==> src/design/assert_macros.svh <==
// ----------------------------------------------------------------------------
// assert_macros.svh
// Concurrent assertion helpers used by the RTL.
// ----------------------------------------------------------------------------
`ifndef ASSERT_MACROS_SVH
`define ASSERT_MACROS_SVH

// Checked on every rising edge; off while reset is asserted.
`define ASSERT_CLK(label, clk, rst_n, prop, msg) \
    label: assert property (@(posedge clk) disable iff (!rst_n) prop) else $error(msg);

// Checked on every rising edge, reset included.
`define ASSERT_ALWAYS(label, clk, prop, msg) \
    label: assert property (@(posedge clk) prop) else $error(msg);

`endif

==> src/design/sta_pkg.sv <==
// ----------------------------------------------------------------------------
// sta_pkg
// Types, register indexes and reset values for the sensor trend alarm.
// ----------------------------------------------------------------------------
`timescale 1ns / 1ps
`default_nettype none

package sta_pkg;

    localparam int SAMPLE_BITS_DEFAULT = 12;
    localparam int CFG_W     = 12;
    localparam int HOLD_W    = 16;
    localparam int CFG_IDX_W = 3;
    localparam int CFG_DATA_W = 16;

    localparam logic [CFG_W-1:0]  RST_START_LEVEL   = 12'd2300;
    localparam logic [CFG_W-1:0]  RST_ALARM_LEVEL   = 12'd3600;
    localparam logic [CFG_W-1:0]  RST_RELEASE_LEVEL = 12'd3100;
    localparam logic [CFG_W-1:0]  RST_STEP_LIMIT    = 12'd100;
    localparam logic [CFG_W-1:0]  RST_RELEASE_DROP  = 12'd300;
    localparam logic [HOLD_W-1:0] RST_HOLD_SAMPLES  = 16'd200;

    localparam logic [CFG_IDX_W-1:0] REG_START_LEVEL   = 3'd0;
    localparam logic [CFG_IDX_W-1:0] REG_ALARM_LEVEL   = 3'd1;
    localparam logic [CFG_IDX_W-1:0] REG_RELEASE_LEVEL = 3'd2;
    localparam logic [CFG_IDX_W-1:0] REG_STEP_LIMIT    = 3'd3;
    localparam logic [CFG_IDX_W-1:0] REG_RELEASE_DROP  = 3'd4;
    localparam logic [CFG_IDX_W-1:0] REG_HOLD_SAMPLES  = 3'd5;

    typedef enum logic [1:0] {
        MODE_IDLE   = 2'd0,
        MODE_RISING = 2'd1,
        MODE_ALARM  = 2'd2
    } mode_t;

    typedef enum logic [2:0] {
        EV_NONE      = 3'd0,
        EV_START     = 3'd1,
        EV_STOP      = 3'd2,
        EV_ALARM_ON  = 3'd3,
        EV_NONLINEAR = 3'd4,
        EV_ALARM_OFF = 3'd5
    } event_t;

    typedef struct packed {
        logic [CFG_W-1:0]  start_level;
        logic [CFG_W-1:0]  alarm_level;
        logic [CFG_W-1:0]  release_level;
        logic [CFG_W-1:0]  step_limit;
        logic [CFG_W-1:0]  release_drop;
        logic [HOLD_W-1:0] hold_samples;
    } cfg_t;

    typedef struct packed {
        mode_t             mode;
        logic [HOLD_W-1:0] run_count;
        logic              buzzer;
    } state_t;

endpackage

`default_nettype wire

==> src/design/sta_step.sv <==
// ----------------------------------------------------------------------------
// sta_step
// Next-state and event logic for one sample of the trend alarm FSM.
// ----------------------------------------------------------------------------
`timescale 1ns / 1ps
`default_nettype none

module sta_step #(
    parameter int SAMPLE_BITS = sta_pkg::SAMPLE_BITS_DEFAULT
) (
    input  wire sta_pkg::cfg_t     cfg,
    input  wire sta_pkg::state_t   state,
    input  wire [SAMPLE_BITS-1:0]  prev,
    input  wire [SAMPLE_BITS-1:0]  sample,
    output sta_pkg::state_t        state_next,
    output sta_pkg::event_t        event_next
);

    // One spare bit above the wider operand: sums never wrap, all compares unsigned
    localparam int CW = ((SAMPLE_BITS > sta_pkg::CFG_W) ? SAMPLE_BITS : sta_pkg::CFG_W) + 1;

    logic [CW-1:0] s_x;
    logic [CW-1:0] p_x;
    logic [CW-1:0] lo_x;
    logic [CW-1:0] up_x;
    logic [CW-1:0] rl_x;
    logic [CW-1:0] st_x;
    logic [CW-1:0] rd_x;
    logic          stop_run;
    logic          start_run;
    logic          release_hit;
    logic [sta_pkg::HOLD_W-1:0] count_inc;

    assign s_x  = CW'(sample);
    assign p_x  = CW'(prev);
    assign lo_x = CW'(cfg.start_level);
    assign up_x = CW'(cfg.alarm_level);
    assign rl_x = CW'(cfg.release_level);
    assign st_x = CW'(cfg.step_limit);
    assign rd_x = CW'(cfg.release_drop);

    // s <= p - st  is rewritten as  s + st <= p
    assign stop_run    = (s_x + st_x <= p_x) || (s_x >= p_x + st_x) || (s_x <= lo_x);
    assign start_run   = (s_x > lo_x) && (s_x < lo_x + st_x);
    assign release_hit = (s_x + rd_x < p_x) && (s_x <= rl_x);
    assign count_inc   = state.run_count + 1'b1;

    always_comb
    begin
        state_next = state;
        event_next = sta_pkg::EV_NONE;
        unique case (state.mode)
            sta_pkg::MODE_RISING:
            begin
                if (stop_run)
                begin
                    state_next.mode = sta_pkg::MODE_IDLE;
                    event_next      = sta_pkg::EV_STOP;
                end
                else
                begin
                    state_next.run_count = count_inc;
                    if (count_inc == cfg.hold_samples)
                    begin
                        if (s_x > up_x)
                        begin
                            state_next.mode   = sta_pkg::MODE_ALARM;
                            state_next.buzzer = 1'b1;
                            event_next        = sta_pkg::EV_ALARM_ON;
                        end
                        else
                        begin
                            state_next.mode = sta_pkg::MODE_IDLE;
                            event_next      = sta_pkg::EV_NONLINEAR;
                        end
                    end
                end
            end
            sta_pkg::MODE_ALARM:
            begin
                if (release_hit)
                begin
                    state_next.mode   = sta_pkg::MODE_IDLE;
                    state_next.buzzer = 1'b0;
                    event_next        = sta_pkg::EV_ALARM_OFF;
                end
            end
            default:
            begin
                // idle, and the unused code, which behaves as idle
                state_next.run_count = '0;
                state_next.mode      = sta_pkg::MODE_IDLE;
                if (start_run)
                begin
                    state_next.mode = sta_pkg::MODE_RISING;
                    event_next      = sta_pkg::EV_START;
                end
            end
        endcase
    end

endmodule

`default_nettype wire

==> src/design/sensor_trend_alarm_fsm.sv <==
// Path: an accepted sample is registered in the input stage, then moves on to the
//   result registers as the FSM state updates; the result is taken when not stalled.
// Throughput: one sample per cycle while the result port is not stalled.
// The input stalls only while input and result registers are full and out_stall is high.
// Reset: mode idle, run count, previous sample and buzzer zero, registers at
//   their defaults, both stages empty.
// ----------------------------------------------------------------------------
// sensor_trend_alarm_fsm
// ADC trend watcher: tracks rising runs of samples and drives an alarm buzzer.
// ----------------------------------------------------------------------------
`timescale 1ns / 1ps
`default_nettype none
`include "assert_macros.svh"

module sensor_trend_alarm_fsm #(
    parameter int SAMPLE_BITS = sta_pkg::SAMPLE_BITS_DEFAULT
) (
    input  wire                              clk,
    input  wire                              rst_n,

    input  wire                              cfg_valid,
    output logic                             cfg_ready,
    input  wire [sta_pkg::CFG_IDX_W-1:0]     cfg_index,
    input  wire [sta_pkg::CFG_DATA_W-1:0]    cfg_data,

    input  wire                              in_valid,
    output logic                             in_stall,
    input  wire [SAMPLE_BITS-1:0]            sample,

    output logic                             out_valid,
    input  wire                              out_stall,
    output logic                             buzzer,
    output logic [1:0]                       mode,
    output logic [2:0]                       event_res
);

    sta_pkg::cfg_t    cfg_reg;
    sta_pkg::state_t  state_reg;
    sta_pkg::state_t  state_next;
    sta_pkg::event_t  event_next;
    logic [SAMPLE_BITS-1:0] prev_reg;

    logic                   s1_valid_reg;
    logic [SAMPLE_BITS-1:0] s1_sample_reg;

    logic              out_valid_reg;
    logic              out_buzzer_reg;
    sta_pkg::mode_t    out_mode_reg;
    sta_pkg::event_t   out_event_reg;

    logic out_free;
    logic s1_move;
    logic in_accept;

    assign cfg_ready = 1'b1;

    assign out_free  = !out_valid_reg || !out_stall;
    assign s1_move   = s1_valid_reg && out_free;
    assign in_stall  = s1_valid_reg && !out_free;
    assign in_accept = in_valid && !in_stall;

    // configuration registers
    always_ff @(posedge clk or negedge rst_n)
    begin
        if (!rst_n)
        begin
            cfg_reg.start_level   <= sta_pkg::RST_START_LEVEL;
            cfg_reg.alarm_level   <= sta_pkg::RST_ALARM_LEVEL;
            cfg_reg.release_level <= sta_pkg::RST_RELEASE_LEVEL;
            cfg_reg.step_limit    <= sta_pkg::RST_STEP_LIMIT;
            cfg_reg.release_drop  <= sta_pkg::RST_RELEASE_DROP;
            cfg_reg.hold_samples  <= sta_pkg::RST_HOLD_SAMPLES;
        end
        else if (cfg_valid && cfg_ready)
        begin
            unique case (cfg_index)
                sta_pkg::REG_START_LEVEL:
                    cfg_reg.start_level <= cfg_data[sta_pkg::CFG_W-1:0];
                sta_pkg::REG_ALARM_LEVEL:
                    cfg_reg.alarm_level <= cfg_data[sta_pkg::CFG_W-1:0];
                sta_pkg::REG_RELEASE_LEVEL:
                    cfg_reg.release_level <= cfg_data[sta_pkg::CFG_W-1:0];
                sta_pkg::REG_STEP_LIMIT:
                    cfg_reg.step_limit <= cfg_data[sta_pkg::CFG_W-1:0];
                sta_pkg::REG_RELEASE_DROP:
                    cfg_reg.release_drop <= cfg_data[sta_pkg::CFG_W-1:0];
                sta_pkg::REG_HOLD_SAMPLES:
                    cfg_reg.hold_samples <= cfg_data[sta_pkg::HOLD_W-1:0];
                default:
                begin
                    // writes past the last register are dropped
                end
            endcase
        end
    end

    // input stage
    always_ff @(posedge clk or negedge rst_n)
    begin
        if (!rst_n)
        begin
            s1_valid_reg <= 1'b0;
        end
        else if (in_accept)
        begin
            s1_valid_reg <= 1'b1;
        end
        else if (s1_move)
        begin
            s1_valid_reg <= 1'b0;
        end
    end

    always_ff @(posedge clk)
    begin
        if (in_accept)
        begin
            s1_sample_reg <= sample;
        end
    end

    sta_step #(
        .SAMPLE_BITS (SAMPLE_BITS)
    ) u_step (
        .cfg        (cfg_reg),
        .state      (state_reg),
        .prev       (prev_reg),
        .sample     (s1_sample_reg),
        .state_next (state_next),
        .event_next (event_next)
    );

    // FSM state: updated as each sample leaves the input stage
    always_ff @(posedge clk or negedge rst_n)
    begin
        if (!rst_n)
        begin
            state_reg.mode      <= sta_pkg::MODE_IDLE;
            state_reg.run_count <= '0;
            state_reg.buzzer    <= 1'b0;
            prev_reg            <= '0;
        end
        else if (s1_move)
        begin
            state_reg <= state_next;
            prev_reg  <= s1_sample_reg;
        end
    end

    // result stage
    always_ff @(posedge clk or negedge rst_n)
    begin
        if (!rst_n)
        begin
            out_valid_reg <= 1'b0;
        end
        else if (s1_move)
        begin
            out_valid_reg <= 1'b1;
        end
        else if (!out_stall)
        begin
            out_valid_reg <= 1'b0;
        end
    end

    always_ff @(posedge clk)
    begin
        if (s1_move)
        begin
            out_buzzer_reg <= state_next.buzzer;
            out_mode_reg   <= state_next.mode;
            out_event_reg  <= event_next;
        end
    end

    assign out_valid = out_valid_reg;
    assign buzzer    = out_buzzer_reg;
    assign mode      = out_mode_reg;
    assign event_res = out_event_reg;

    `ASSERT_CLK(a_buzzer_tracks_alarm, clk, rst_n,
        (state_reg.buzzer == (state_reg.mode == sta_pkg::MODE_ALARM)),
        "buzzer state disagrees with alarm mode")
    `ASSERT_CLK(a_alarm_on_result, clk, rst_n,
        (out_valid_reg && out_event_reg == sta_pkg::EV_ALARM_ON) |->
            (out_buzzer_reg && out_mode_reg == sta_pkg::MODE_ALARM),
        "alarm-on transaction without alarm mode and buzzer")
    `ASSERT_CLK(a_stall_only_when_full, clk, rst_n,
        in_stall |-> (s1_valid_reg && out_valid_reg && out_stall),
        "input stalled while a stage has room")

endmodule

`default_nettype wire

==> config.mk <==
export PLATFORM = sky130hd
export DESIGN_NAME = sensor_trend_alarm_fsm
export DESIGN_NICKNAME = d
export VERILOG_FILES = /design/src/design/sta_pkg.sv /design/src/design/sta_step.sv /design/src/design/sensor_trend_alarm_fsm.sv
export VERILOG_INCLUDE_DIRS = /design/src /design/src/design
export SDC_FILE = /design/constraint.sdc
export NUM_CORES = 1
export LEC_CHECK = 0
export ABC_AREA = 1
export BUFFER_PORTS_ARGS = -buffer_cell sky130_fd_sc_hd__buf_2
export CAP_MARGIN = 25
export CORE_UTILIZATION = 65
export DETAILED_ROUTE_END_ITERATION = 12
export HOLD_SLACK_MARGIN = 0.08
export PLACE_DENSITY = 0.9
export SETUP_SLACK_MARGIN = 0.02
export SYNTH_ARGS = -nofsm -noshare
export SYNTH_HDL_FRONTEND = slang
export SYNTH_SLANG_ARGS = --single-unit
==> constraint.sdc <==
create_clock -name clk -period 7 [get_ports clk]
set_clock_uncertainty 0.1 [all_clocks]
set_input_delay 0.35 -clock clk [delete_from_list [all_inputs] [get_ports clk]]
set_output_delay 0.35 -clock clk [all_outputs]
set_load 0.005 [all_outputs]
* Word-level counts from Yosys, hierarchy flattened *
Index checks and enable logic that the tools add are counted.
W data, S select, Z words.

word-level totals
  bits in registers = 127
  bits of input ports = 36
  output and inout port bits = 9
  logic and storage cells = 83

cells by class
  add/sub/neg operators = 5
  $lt $le $gt $ge = 8
  equal/unequal tests = 10
  multiplexer cells = 22
  bitwise operators = 1
  reductions and logical operators = 21

operator list
  cell                     count
  $add A12 B12 Y13         4
  $pmux W16 S2             1
  $gt A12 B12 Y1           2
  $le A12 B12 Y1           2
  $mux W17                 1
  $add A16 B1 Y16 const B  1
  $eq A16 B16 Y1           1
  $ge A12 B13 Y1           1
  $le A13 B12 Y1           1
  $lt A12 B13 Y1           1
  $lt A13 B12 Y1           1
  $mux W3                  4
  $reduce_and A2 Y1        6
  $mux W1                  9
  $mux W2                  4
  $eq A3 B2 Y1 const B     2
  $eq A3 B3 Y1 const B     2
  $pmux W3 S2              1
  $logic_and A1 B1 Y1      5
  $logic_not A1 Y1         4
  $pmux W2 S2              1
  $eq A3 B1 Y1 const B     1
  $logic_not A3 Y1         1
  $logic_or A1 B1 Y1       3
  8 further kinds          8

* Logic depth before layout (Yosys ltp) *
Gate-level depths: netlist of run 1.

  depth after elaboration = 7
  gate-level depth with buffers = 28
  gate-level depth less buffers = 28

* By module *
Synthesis of run 1 repeated with hierarchy kept, for this count alone.

unflattened totals
  cell total of the unflattened synthesis = 1362
  area total of the unflattened synthesis = 10015.9 um^2

modules (own cells, without submodules)
  module                  times used  cells an instance  area each (um^2)  seq. area each (um^2)
  sta_step                1           858                5193.7            0.0
  sensor_trend_alarm_fsm  1           504                4822.1            3300.7

* Worst setup path after synthesis of run 1 *
OpenSTA, ideal clock, no wires.

  path kind = register to register
  start point = register s1_sample_reg[4]
  end point = register state_reg[10] (netlist name)
  setup time = 0.125 ns
  arrival time = 3.250 ns
  required time = 6.775 ns
  slack = 3.524 ns
  stages on the path, launching flop included = 27
  path buffers = 1
  clock period less this slack = 3.476 ns
  path through = edfxtp_1 -> ha_1 -> inv_1 -> nor3_1 -> nand2_1 -> o211ai_1 -> nand3_1 -> nand2_1 -> a21oi_1 -> nor2_1 -> nor2_1 -> xor2_1 -> ha_1 -> nand2_1 -> inv_1 -> nand2_1 -> nor3_1 -> nand4_1 -> nand2_1 -> nand3_1 -> nand4_2 -> nand2_1 -> nand2_2 -> clkinv_2 -> nand2_2 -> buf_6 -> o22ai_1

on the way
  word-level cells in the longest chain between the ends = 6
  elaborated cells on any way between the ends = 8
  those cells by class = 1 x add/sub; 3 x order compare; 1 x eq/ne; 3 x reduce/logical

ends and longest elaborated chain
  what                             line                           RTL
  start: declaration               sensor_trend_alarm_fsm.sv:44   logic [SAMPLE_BITS-1:0] s1_sample_reg;
  start signal: assignment         sensor_trend_alarm_fsm.sv:118  s1_sample_reg <= sample;
  $add A12 B12 Y13                 sta_step.sv:43                 assign stop_run = (s_x + st_x <= p_x) || (s_x >= p_x + st_x) || (s_x <= lo_x);
  $le A13 B12 Y1                   sta_step.sv:43
  $logic_or A1 B1 Y1               sta_step.sv:43
  $logic_or A1 B1 Y1 (*)           sta_step.sv:43
  $ne A2 B2 Y1 (no line) (*)       -
  $reduce_and A3 Y1 (no line) (*)  -
  end signal: assignment           sensor_trend_alarm_fsm.sv:145  state_reg <= state_next;
  end: declaration                 sensor_trend_alarm_fsm.sv:38   sta_pkg::state_t state_reg;

Every way passes the cells marked *; elsewhere a longest branch is shown, timed or not.
A chain may end at the register's enable or synchronous reset.

* Final worst setup path of run 1 *
  start point = register s1_sample_reg[4]
  end point = register state_reg[4] (netlist name)

Same word-level chain as after synthesis.

==> impl_results.md, run 1 <==
- Clock Sinks: 127
- Max reg flops: 76
- Worst setup SP type: flop
- Core area: 13930 um2
- TritonCTS clock tree: yes
- WL/cell: 16.59 um
- Ant diodes: 0
- Hold slack: 0.1040 ns
- Sequential fraction of the synthesis area: 35.43%
- Share of Yosys cell area claimed by the top area cell type: 22.30%
- TritonRoute pass-1 iters: 6
- RSZ-0062 raised after global routing: no
- Port-buffer cells: 43
- Status: finished, final reports clean
- DRC viols: 0
- Worst relative slew slack: 36.84%
- Synthesized netlist cell count: 1172
- Post-Route WL: 23680 um
- Max Root-Sink Buffers: 2
- Syn avg cell area: 7.948 um2
- Vias per Instance: 5.800
- Most common cell in the netlist: nand2_1
- Slowest CP cell: edfxtp_1
- Die ar.: 14810 um2
- Via count: 8277
- Syn nets: 1345
- Final net count: 1407
- Clock Latency Late Sink: 0.42 ns
- Pin count of the biggest net entering global routing: 58
- P_sw: 1.229 mW
- Tot GR Track Use: 33.66%
- Max-Cap Viols: 0
- HP Class: in2reg
- Ys async rst share: 85.83%
- Top post-synthesis cells by area: dfrtp_1 22%, ha_1 18%, nand2_1 11%
- Endpoint class of the critical path: flop
- Post-Place Cells: 1378
- Die width: 121.7 um
- Worst Max-Slew Pin Slew: 0.9464 ns
- Biggest area consumer among synthesized cells: dfrtp_1
- Die height: 121.7 um
- Proportion of layout cells with a drive suffix above 1: 9.944%
- Htree depth: 4
- Clock-pin transition on the worst setup and hold timing paths: 0.06 ns
- Final hold vios: 0
- Final count of negative-setup-slack endpoints: 0
- Synth cell count leaders: 281 x nand2_1, 162 x inv_1, 133 x ha_1
- Synth Register Bits: 127
- Count of flip-flops with a built-in enable after synthesis: 18
- Core Util, Final: 74.71%
- Cell Area, Synth: 9315 um2
- IO Pins: 45
- WS Path Type: reg2reg
- DRT iter0 DRCs: 781
- Clk pwr share: 26.5%
- Final period util: 62.88%
- Fmax: 227.2 MHz
- Most used cell, CP: nand2_1
- Syn. warnings: 0
- WP data arrival: 4.60 ns
- Worst Path Buf+Inv: 4
- Top FF cell, synth: dfrtp_1
- WP data required: 7.20 ns
- Setup TNS: 0 ns
- Vias in the first global route: 7958
- Final Slew Violations: 0
- RePlAce Congestion: 0.9467
- Number of setup buffers added after CTS: 0
- Power Dens Cells: 304.7 nW/um2
- Initial Utilization: 66.85%
- First-pass GRT wire length: 38030 um
- Detailed placer's ending HPWL: 17530 um
- Root Driver: clkbuf_16
- Post-route ant nets: 0
- Tmin final: 4.402 ns
- Num rows: 43
- Distinct cells, synth: 47
- Multi-input logic area: 5311 um2
- Worst Path Max Fanout: 15
- Layout Cells excl Fill: 1427
- Total power: 3.173 mW
- Pint: 1.944 mW
- Sw Ratio: 38.74%
- Area Growth Syn to Fin: 11.77%
- Worst reg2reg setup slack: 2.60 ns
- Combinational power share: 41.7%
- Pleak: 5.261 nW
- VDD IR max: 0.2304 mV
- FF/Latch Area: 3301 um2
- Fillers: 981
- Initial antenna violation count: 0
- Max incr delay on CP: 0.53 ns
- Aggregate global routing overflow: 0
- Top delay family on crit path: simple AND/OR/NAND/NOR gates
- CTS buffer count: 17
- Reg power frac: 31.8%
[layout make-up]
cell class              instances  share of cell area, %
flip-flops and latches        127                  31.70
clock buffers                  26                  4.795
clock inverters                 6                 0.5528
multi-input cells             862                  51.02
well taps                     180                  2.163
inverters                     165                  5.973
repair buffers                 61                  3.798
[power groups by stage]
stage | Sequential (mW) | Clock, mW | Combinational (mW)
2_1_floorplan | 0.974 | 0 | 0.977
3_3_place_gp | 1.01 | 0 | 1.22
3_5_place_dp | 1.01 | 0 | 1.28
4_1_cts | 1.00 | 0.843 | 1.30
5_1_grt | 1.02 | 0.876 | 1.51
6_report | 1.01 | 0.840 | 1.32
[through the flow]
stage	setup slack (ns)	area [um2]
6_report	2.598	10410
5_1_grt	2.267	10410
4_1_cts	2.654	10410
3_5_place_dp	2.696	9684
3_3_place_gp	2.858	9684
2_1_floorplan	3.524	9315
[worst min-delay path: stages]
cell and delay [ns]:
buf_2 0.08, nor2_1 0.04, a21oi_1 0.11
[cells in the final DEF, fill, tap and decap left out, drive strengths merged, types with 2 or more instances in the layout]
cell type / n
nand3: 59
a31oi: 2
fa: 4
xor2: 30
ha: 133
dfrtp: 83
edfxtp: 18
o21ai: 108
a21o: 4
dlygate4sd3: 17
a21oi: 78
buf: 44
o2111ai: 2
dfstp: 26
nand3b: 7
o22ai: 13
xnor2: 13
nor2: 68
o21bai: 6
nand2: 288
nand4: 14
nor3: 16
o211ai: 6
inv: 163
mux2: 2
clkbuf: 26
clkinv: 6
[layer usage]
metal	part of all wire [%]	vias up	global-route usage, %
li1	-	4017	-
met1	43	3865	42.79
met2	47	339	56.18
met5	0	-	0
met3	7.2	56	6.367
met4	2.9	0	14.20
[final timing paths]
| check | startpoint | to | depth (start not counted) |
|---|---|---|---|
| setup reg to reg | s1_sample_reg[4]$_DFFE_PP_ | state_reg[4]$_DFFE_PN0P_ | 27 |
| min in group asynchronous | rst_n | cfg_reg[14]$_DFFE_PN0P_ | 2 |
| hold reg to reg | s1_valid_reg$_DFFE_PN0P_ | out_valid$_DFFE_PN0P_ | 2 |
| max in group asynchronous | rst_n | cfg_reg[32]$_DFFE_PN0P_ | 3 |
| setup / recovery | s1_sample_reg[4]$_DFFE_PP_ | state_reg[4]$_DFFE_PN0P_ | 27 |
| hold / removal | cfg_data[13] | cfg_reg[13]$_DFFE_PN0P_ | 3 |
[cell families (layout without fill, tap and decap cells)]
family / Yosys count / count (layout) / synth area share [%]
xor+xnor: 43 / 43 / 4.043
compound gates: 225 / 225 / 13.32
simple gates: 454 / 454 / 20.64
mux: 2 / 2 / 0.2418
flops: 127 / 127 / 35.43
other cells: 1 / 1 / 0.04026
fa+ha+maj: 137 / 137 / 18.72
buf+inv: 183 / 258 / 7.549
[timing repair]
item,CTS,global route
resized for setup,0,0
hold buffers,17,0
endpoints found under the hold margin,50,0
Note: power is estimated with default switching activity, not from simulation.
==> run 2, diff against run 1 <==
--- a/config.mk
+++ b/config.mk
@@ -9,10 +9,10 @@
 export ABC_AREA = 1
 export BUFFER_PORTS_ARGS = -buffer_cell sky130_fd_sc_hd__buf_2
 export CAP_MARGIN = 25
-export CORE_UTILIZATION = 65
+export CORE_UTILIZATION = 63
 export DETAILED_ROUTE_END_ITERATION = 12
 export HOLD_SLACK_MARGIN = 0.08
-export PLACE_DENSITY = 0.9
+export PLACE_DENSITY = 0.88
 export SETUP_SLACK_MARGIN = 0.02
 export SYNTH_ARGS = -nofsm -noshare
 export SYNTH_HDL_FRONTEND = slang
==> constraint.sdc (replaced) <==
create_clock -name clk -period 4.25 [get_ports clk]
set_clock_uncertainty 0.1 [all_clocks]
set_input_delay 0.2125 -clock clk [delete_from_list [all_inputs] [get_ports clk]]
set_output_delay 0.2125 -clock clk [all_outputs]
set_load 0.005 [all_outputs]
==> impl_results.md, run 2 (synthesized netlist as in run 1, its figures left out) <==
- CTS buffer count: 17 (unchanged)
- Combinational power share: 43.7% (+2.0 points)
- Commonest non-fill, non-tap cell in the layout: nand2_1
- WP data arrival: 4.18 ns (-0.42 ns)
- Die width: 123.6 um (+1.5%)
- Htree depth: 4 (unchanged)
- Core area: 14480 um2 (+3.9%)
- Proportion of layout cells with a drive suffix above 1: 10.75% (+0.81 points)
- Most frequent cells in the layout: 281 x nand2_1, 162 x inv_1, 132 x ha_1
- VDD IR max: 0.3683 mV (+60%)
- Vias per Instance: 5.813 (+0.22%)
- RePlAce Congestion: 0.8652 (-8.6%)
- Max-Cap Viols: 0 (unchanged)
- Max Root-Sink Buffers: 2 (unchanged)
- Fillers: 1051 (+7.1%)
- Num rows: 44 (+2.3%)
- Via count: 8423 (+1.8%)
- Initial Utilization: 64.34% (-2.5 points)
- DRC viols: 0 (unchanged)
- Reg power frac: 31.7% (about the same)
- Port-buffer cells: 43 (unchanged)
- WL/cell: 16.11 um (-2.9%)
- Ant diodes: 0 (unchanged)
- Final hold vios: 0 (unchanged)
- Endpoint class of the critical path: flop
- Pin count of the biggest net entering global routing: 78 (+34%)
- Worst Path Max Fanout: 13 (-2)
- Tot GR Track Use: 32.63% (-1.0 points)
- RSZ-0062 raised after global routing: yes
- HP Class: in2reg
- Final net count: 1425 (+1.3%)
- Status: finished, final reports clean
- Pint: 3.101 mW (+60%)
- TritonCTS clock tree: yes
- WP data required: 4.46 ns (-2.74 ns)
- Clock-pin transition on the worst setup and hold timing paths: 0.06 ns (about the same)
- Setup TNS: 0 ns (unchanged)
- Final Slew Violations: 0 (unchanged)
- P_sw: 2.070 mW (+68%)
- Initial antenna violation count: 0 (unchanged)
- Clock Latency Late Sink: 0.43 ns (about the same)
- Total power: 5.171 mW (+63%)
- Final period util: 93.59% (+31 points)
- Vias in the first global route: 8057 (+1.2%)
- Root Driver: clkbuf_16
- Clk pwr share: 24.6% (-1.9 points)
- Post-Route WL: 23340 um (-1.4%)
- Area Growth Syn to Fin: 13.39%
- Fmax: 251.4 MHz (+11%)
- Tmin final: 3.978 ns (-0.4241 ns)
- DRT iter0 DRCs: 845 (+8.2%)
- TritonRoute pass-1 iters: 6 (unchanged)
- Worst Max-Slew Pin Slew: 1.047 ns (+0.1006 ns)
- Pleak: 5.320 nW (+1.1%)
- WS Path Type: reg2reg
- Clock Sinks: 127 (unchanged)
- Sw Ratio: 40.03% (+1.3 points)
- Max reg flops: 76 (unchanged)
- Post-route ant nets: 0 (unchanged)
- Aggregate global routing overflow: 0 (unchanged)
- Die ar.: 15280 um2 (+3.1%)
- Die height: 123.6 um (+1.5%)
- First-pass GRT wire length: 38120 um (+0.24%)
- Detailed placer's ending HPWL: 17210 um (-1.8%)
- Final count of negative-setup-slack endpoints: 0 (unchanged)
- IO Pins: 45 (unchanged)
- Worst relative slew slack: 30.03% (-6.8 points)
- Power Dens Cells: 489.5 nW/um2 (+61%)
- Worst setup SP type: flop
run 2: cell count changes in the layout (fill, tap and decap cells not counted), sizes merged:
cell         delta
dlygate4sd3     +6
bufinv          -1
buf            +12
clkbuf          -5
clkinv          +6
run 2: power by group through the flow:
stage	logic, mW	clock network [mW]	registers, mW
3_5_place_dp	2.12	0	1.65
6_report	2.26	1.27	1.64
4_1_cts	2.19	1.27	1.63
2_1_floorplan	1.61	0	1.61
3_3_place_gp	2.02	0	1.64
5_1_grt	2.59	1.33	1.66
run 2: worst paths after layout:
| kind | startpoint | cells after the start | endpoint | slack, ns |
|---|---|---|---|---|
| setup / recovery | cfg_reg[29]$_DFFE_PN0P_ | 24 | state_reg[5]$_DFFE_PN0P_ | 0.27 |
| hold / removal | cfg_data[9] | 3 | cfg_reg[9]$_DFFE_PN0P_ | 0.08 |
| setup reg to reg | cfg_reg[29]$_DFFE_PN0P_ | 24 | state_reg[5]$_DFFE_PN0P_ | 0.27 |
| hold reg to reg | s1_valid_reg$_DFFE_PN0P_ | 2 | out_valid$_DFFE_PN0P_ | 0.38 |
| max in group asynchronous | rst_n | 4 | cfg_reg[34]$_DFFE_PN1P_ | 2.83 |
| min in group asynchronous | rst_n | 2 | state_reg[15]$_DFFE_PN0P_ | 0.12 |
run 2: what timing repair did:
action | CTS | global route
endpoints found under the setup margin | 0 | 22
buffers inserted | 0 | 2
hold endpoints to repair | 85 | 0
resized for setup | 0 | 8
hold buffers | 23 | 0
run 2: area by class of cell:
cell class              count  area (um2)  share of cell area [%]
multi-input cells         862        5353                   50.68
inverters                 165       621.8                   5.887
well taps                 184       230.2                   2.180
clock inverters            11       51.30                  0.4857
flip-flops and latches    127        3301                   31.25
clock buffers              21       440.4                   4.170
repair buffers             79       565.5                   5.354
run 2: layer usage:
| metal | wire [um] | track usage [%] |
|---|---|---|
| met5 | 0 | 0 |
| met4 | 772 | 14.53 |
| met3 | 1470 | 6.364 |
| met2 | 11120 | 52.88 |
| met1 | 9982 | 42.30 |
run 2: through the flow:
stage | instance area (um2) | setup WS, ns | hold slack, ns | util (%) | std cells
after floorplan | 9315 | 0.7745 | -0.1831 | - | 1172
after global routing | 10560 | 0.006882 | 0.09953 | 72.95 | 1449
final | 10560 | 0.2723 | 0.08362 | 72.95 | 1449
after CTS | 10480 | 0.2100 | 0.08288 | 72.37 | 1446
after detailed placement | 9757 | 0.2306 | 0.2915 | 67.39 | 1391
after global placement | 9757 | 0.3990 | 0.2901 | 67.39 | 1391
run 2: critical path: stages (launching register included):
cell      delay [ns]
dfrtp_1         0.48
inv_1           0.15
fa_1            0.46
nand3b_1        0.17
nand2_1         0.16
nand4_1         0.11
nand3_1         0.15
nand3_1         0.09
nand2_1         0.09
xor2_1          0.09
ha_1            0.28
nand2_1         0.05
inv_1           0.06
nand2_1         0.08
nor3_2          0.21
nand2_1         0.08
nand3_1         0.07
nand2_1         0.05
nand3_1         0.10
nand4_4         0.16
nand2_1         0.16
nand2_2         0.09
clkinv_2        0.10
buf_4           0.22
o22ai_1         0.10
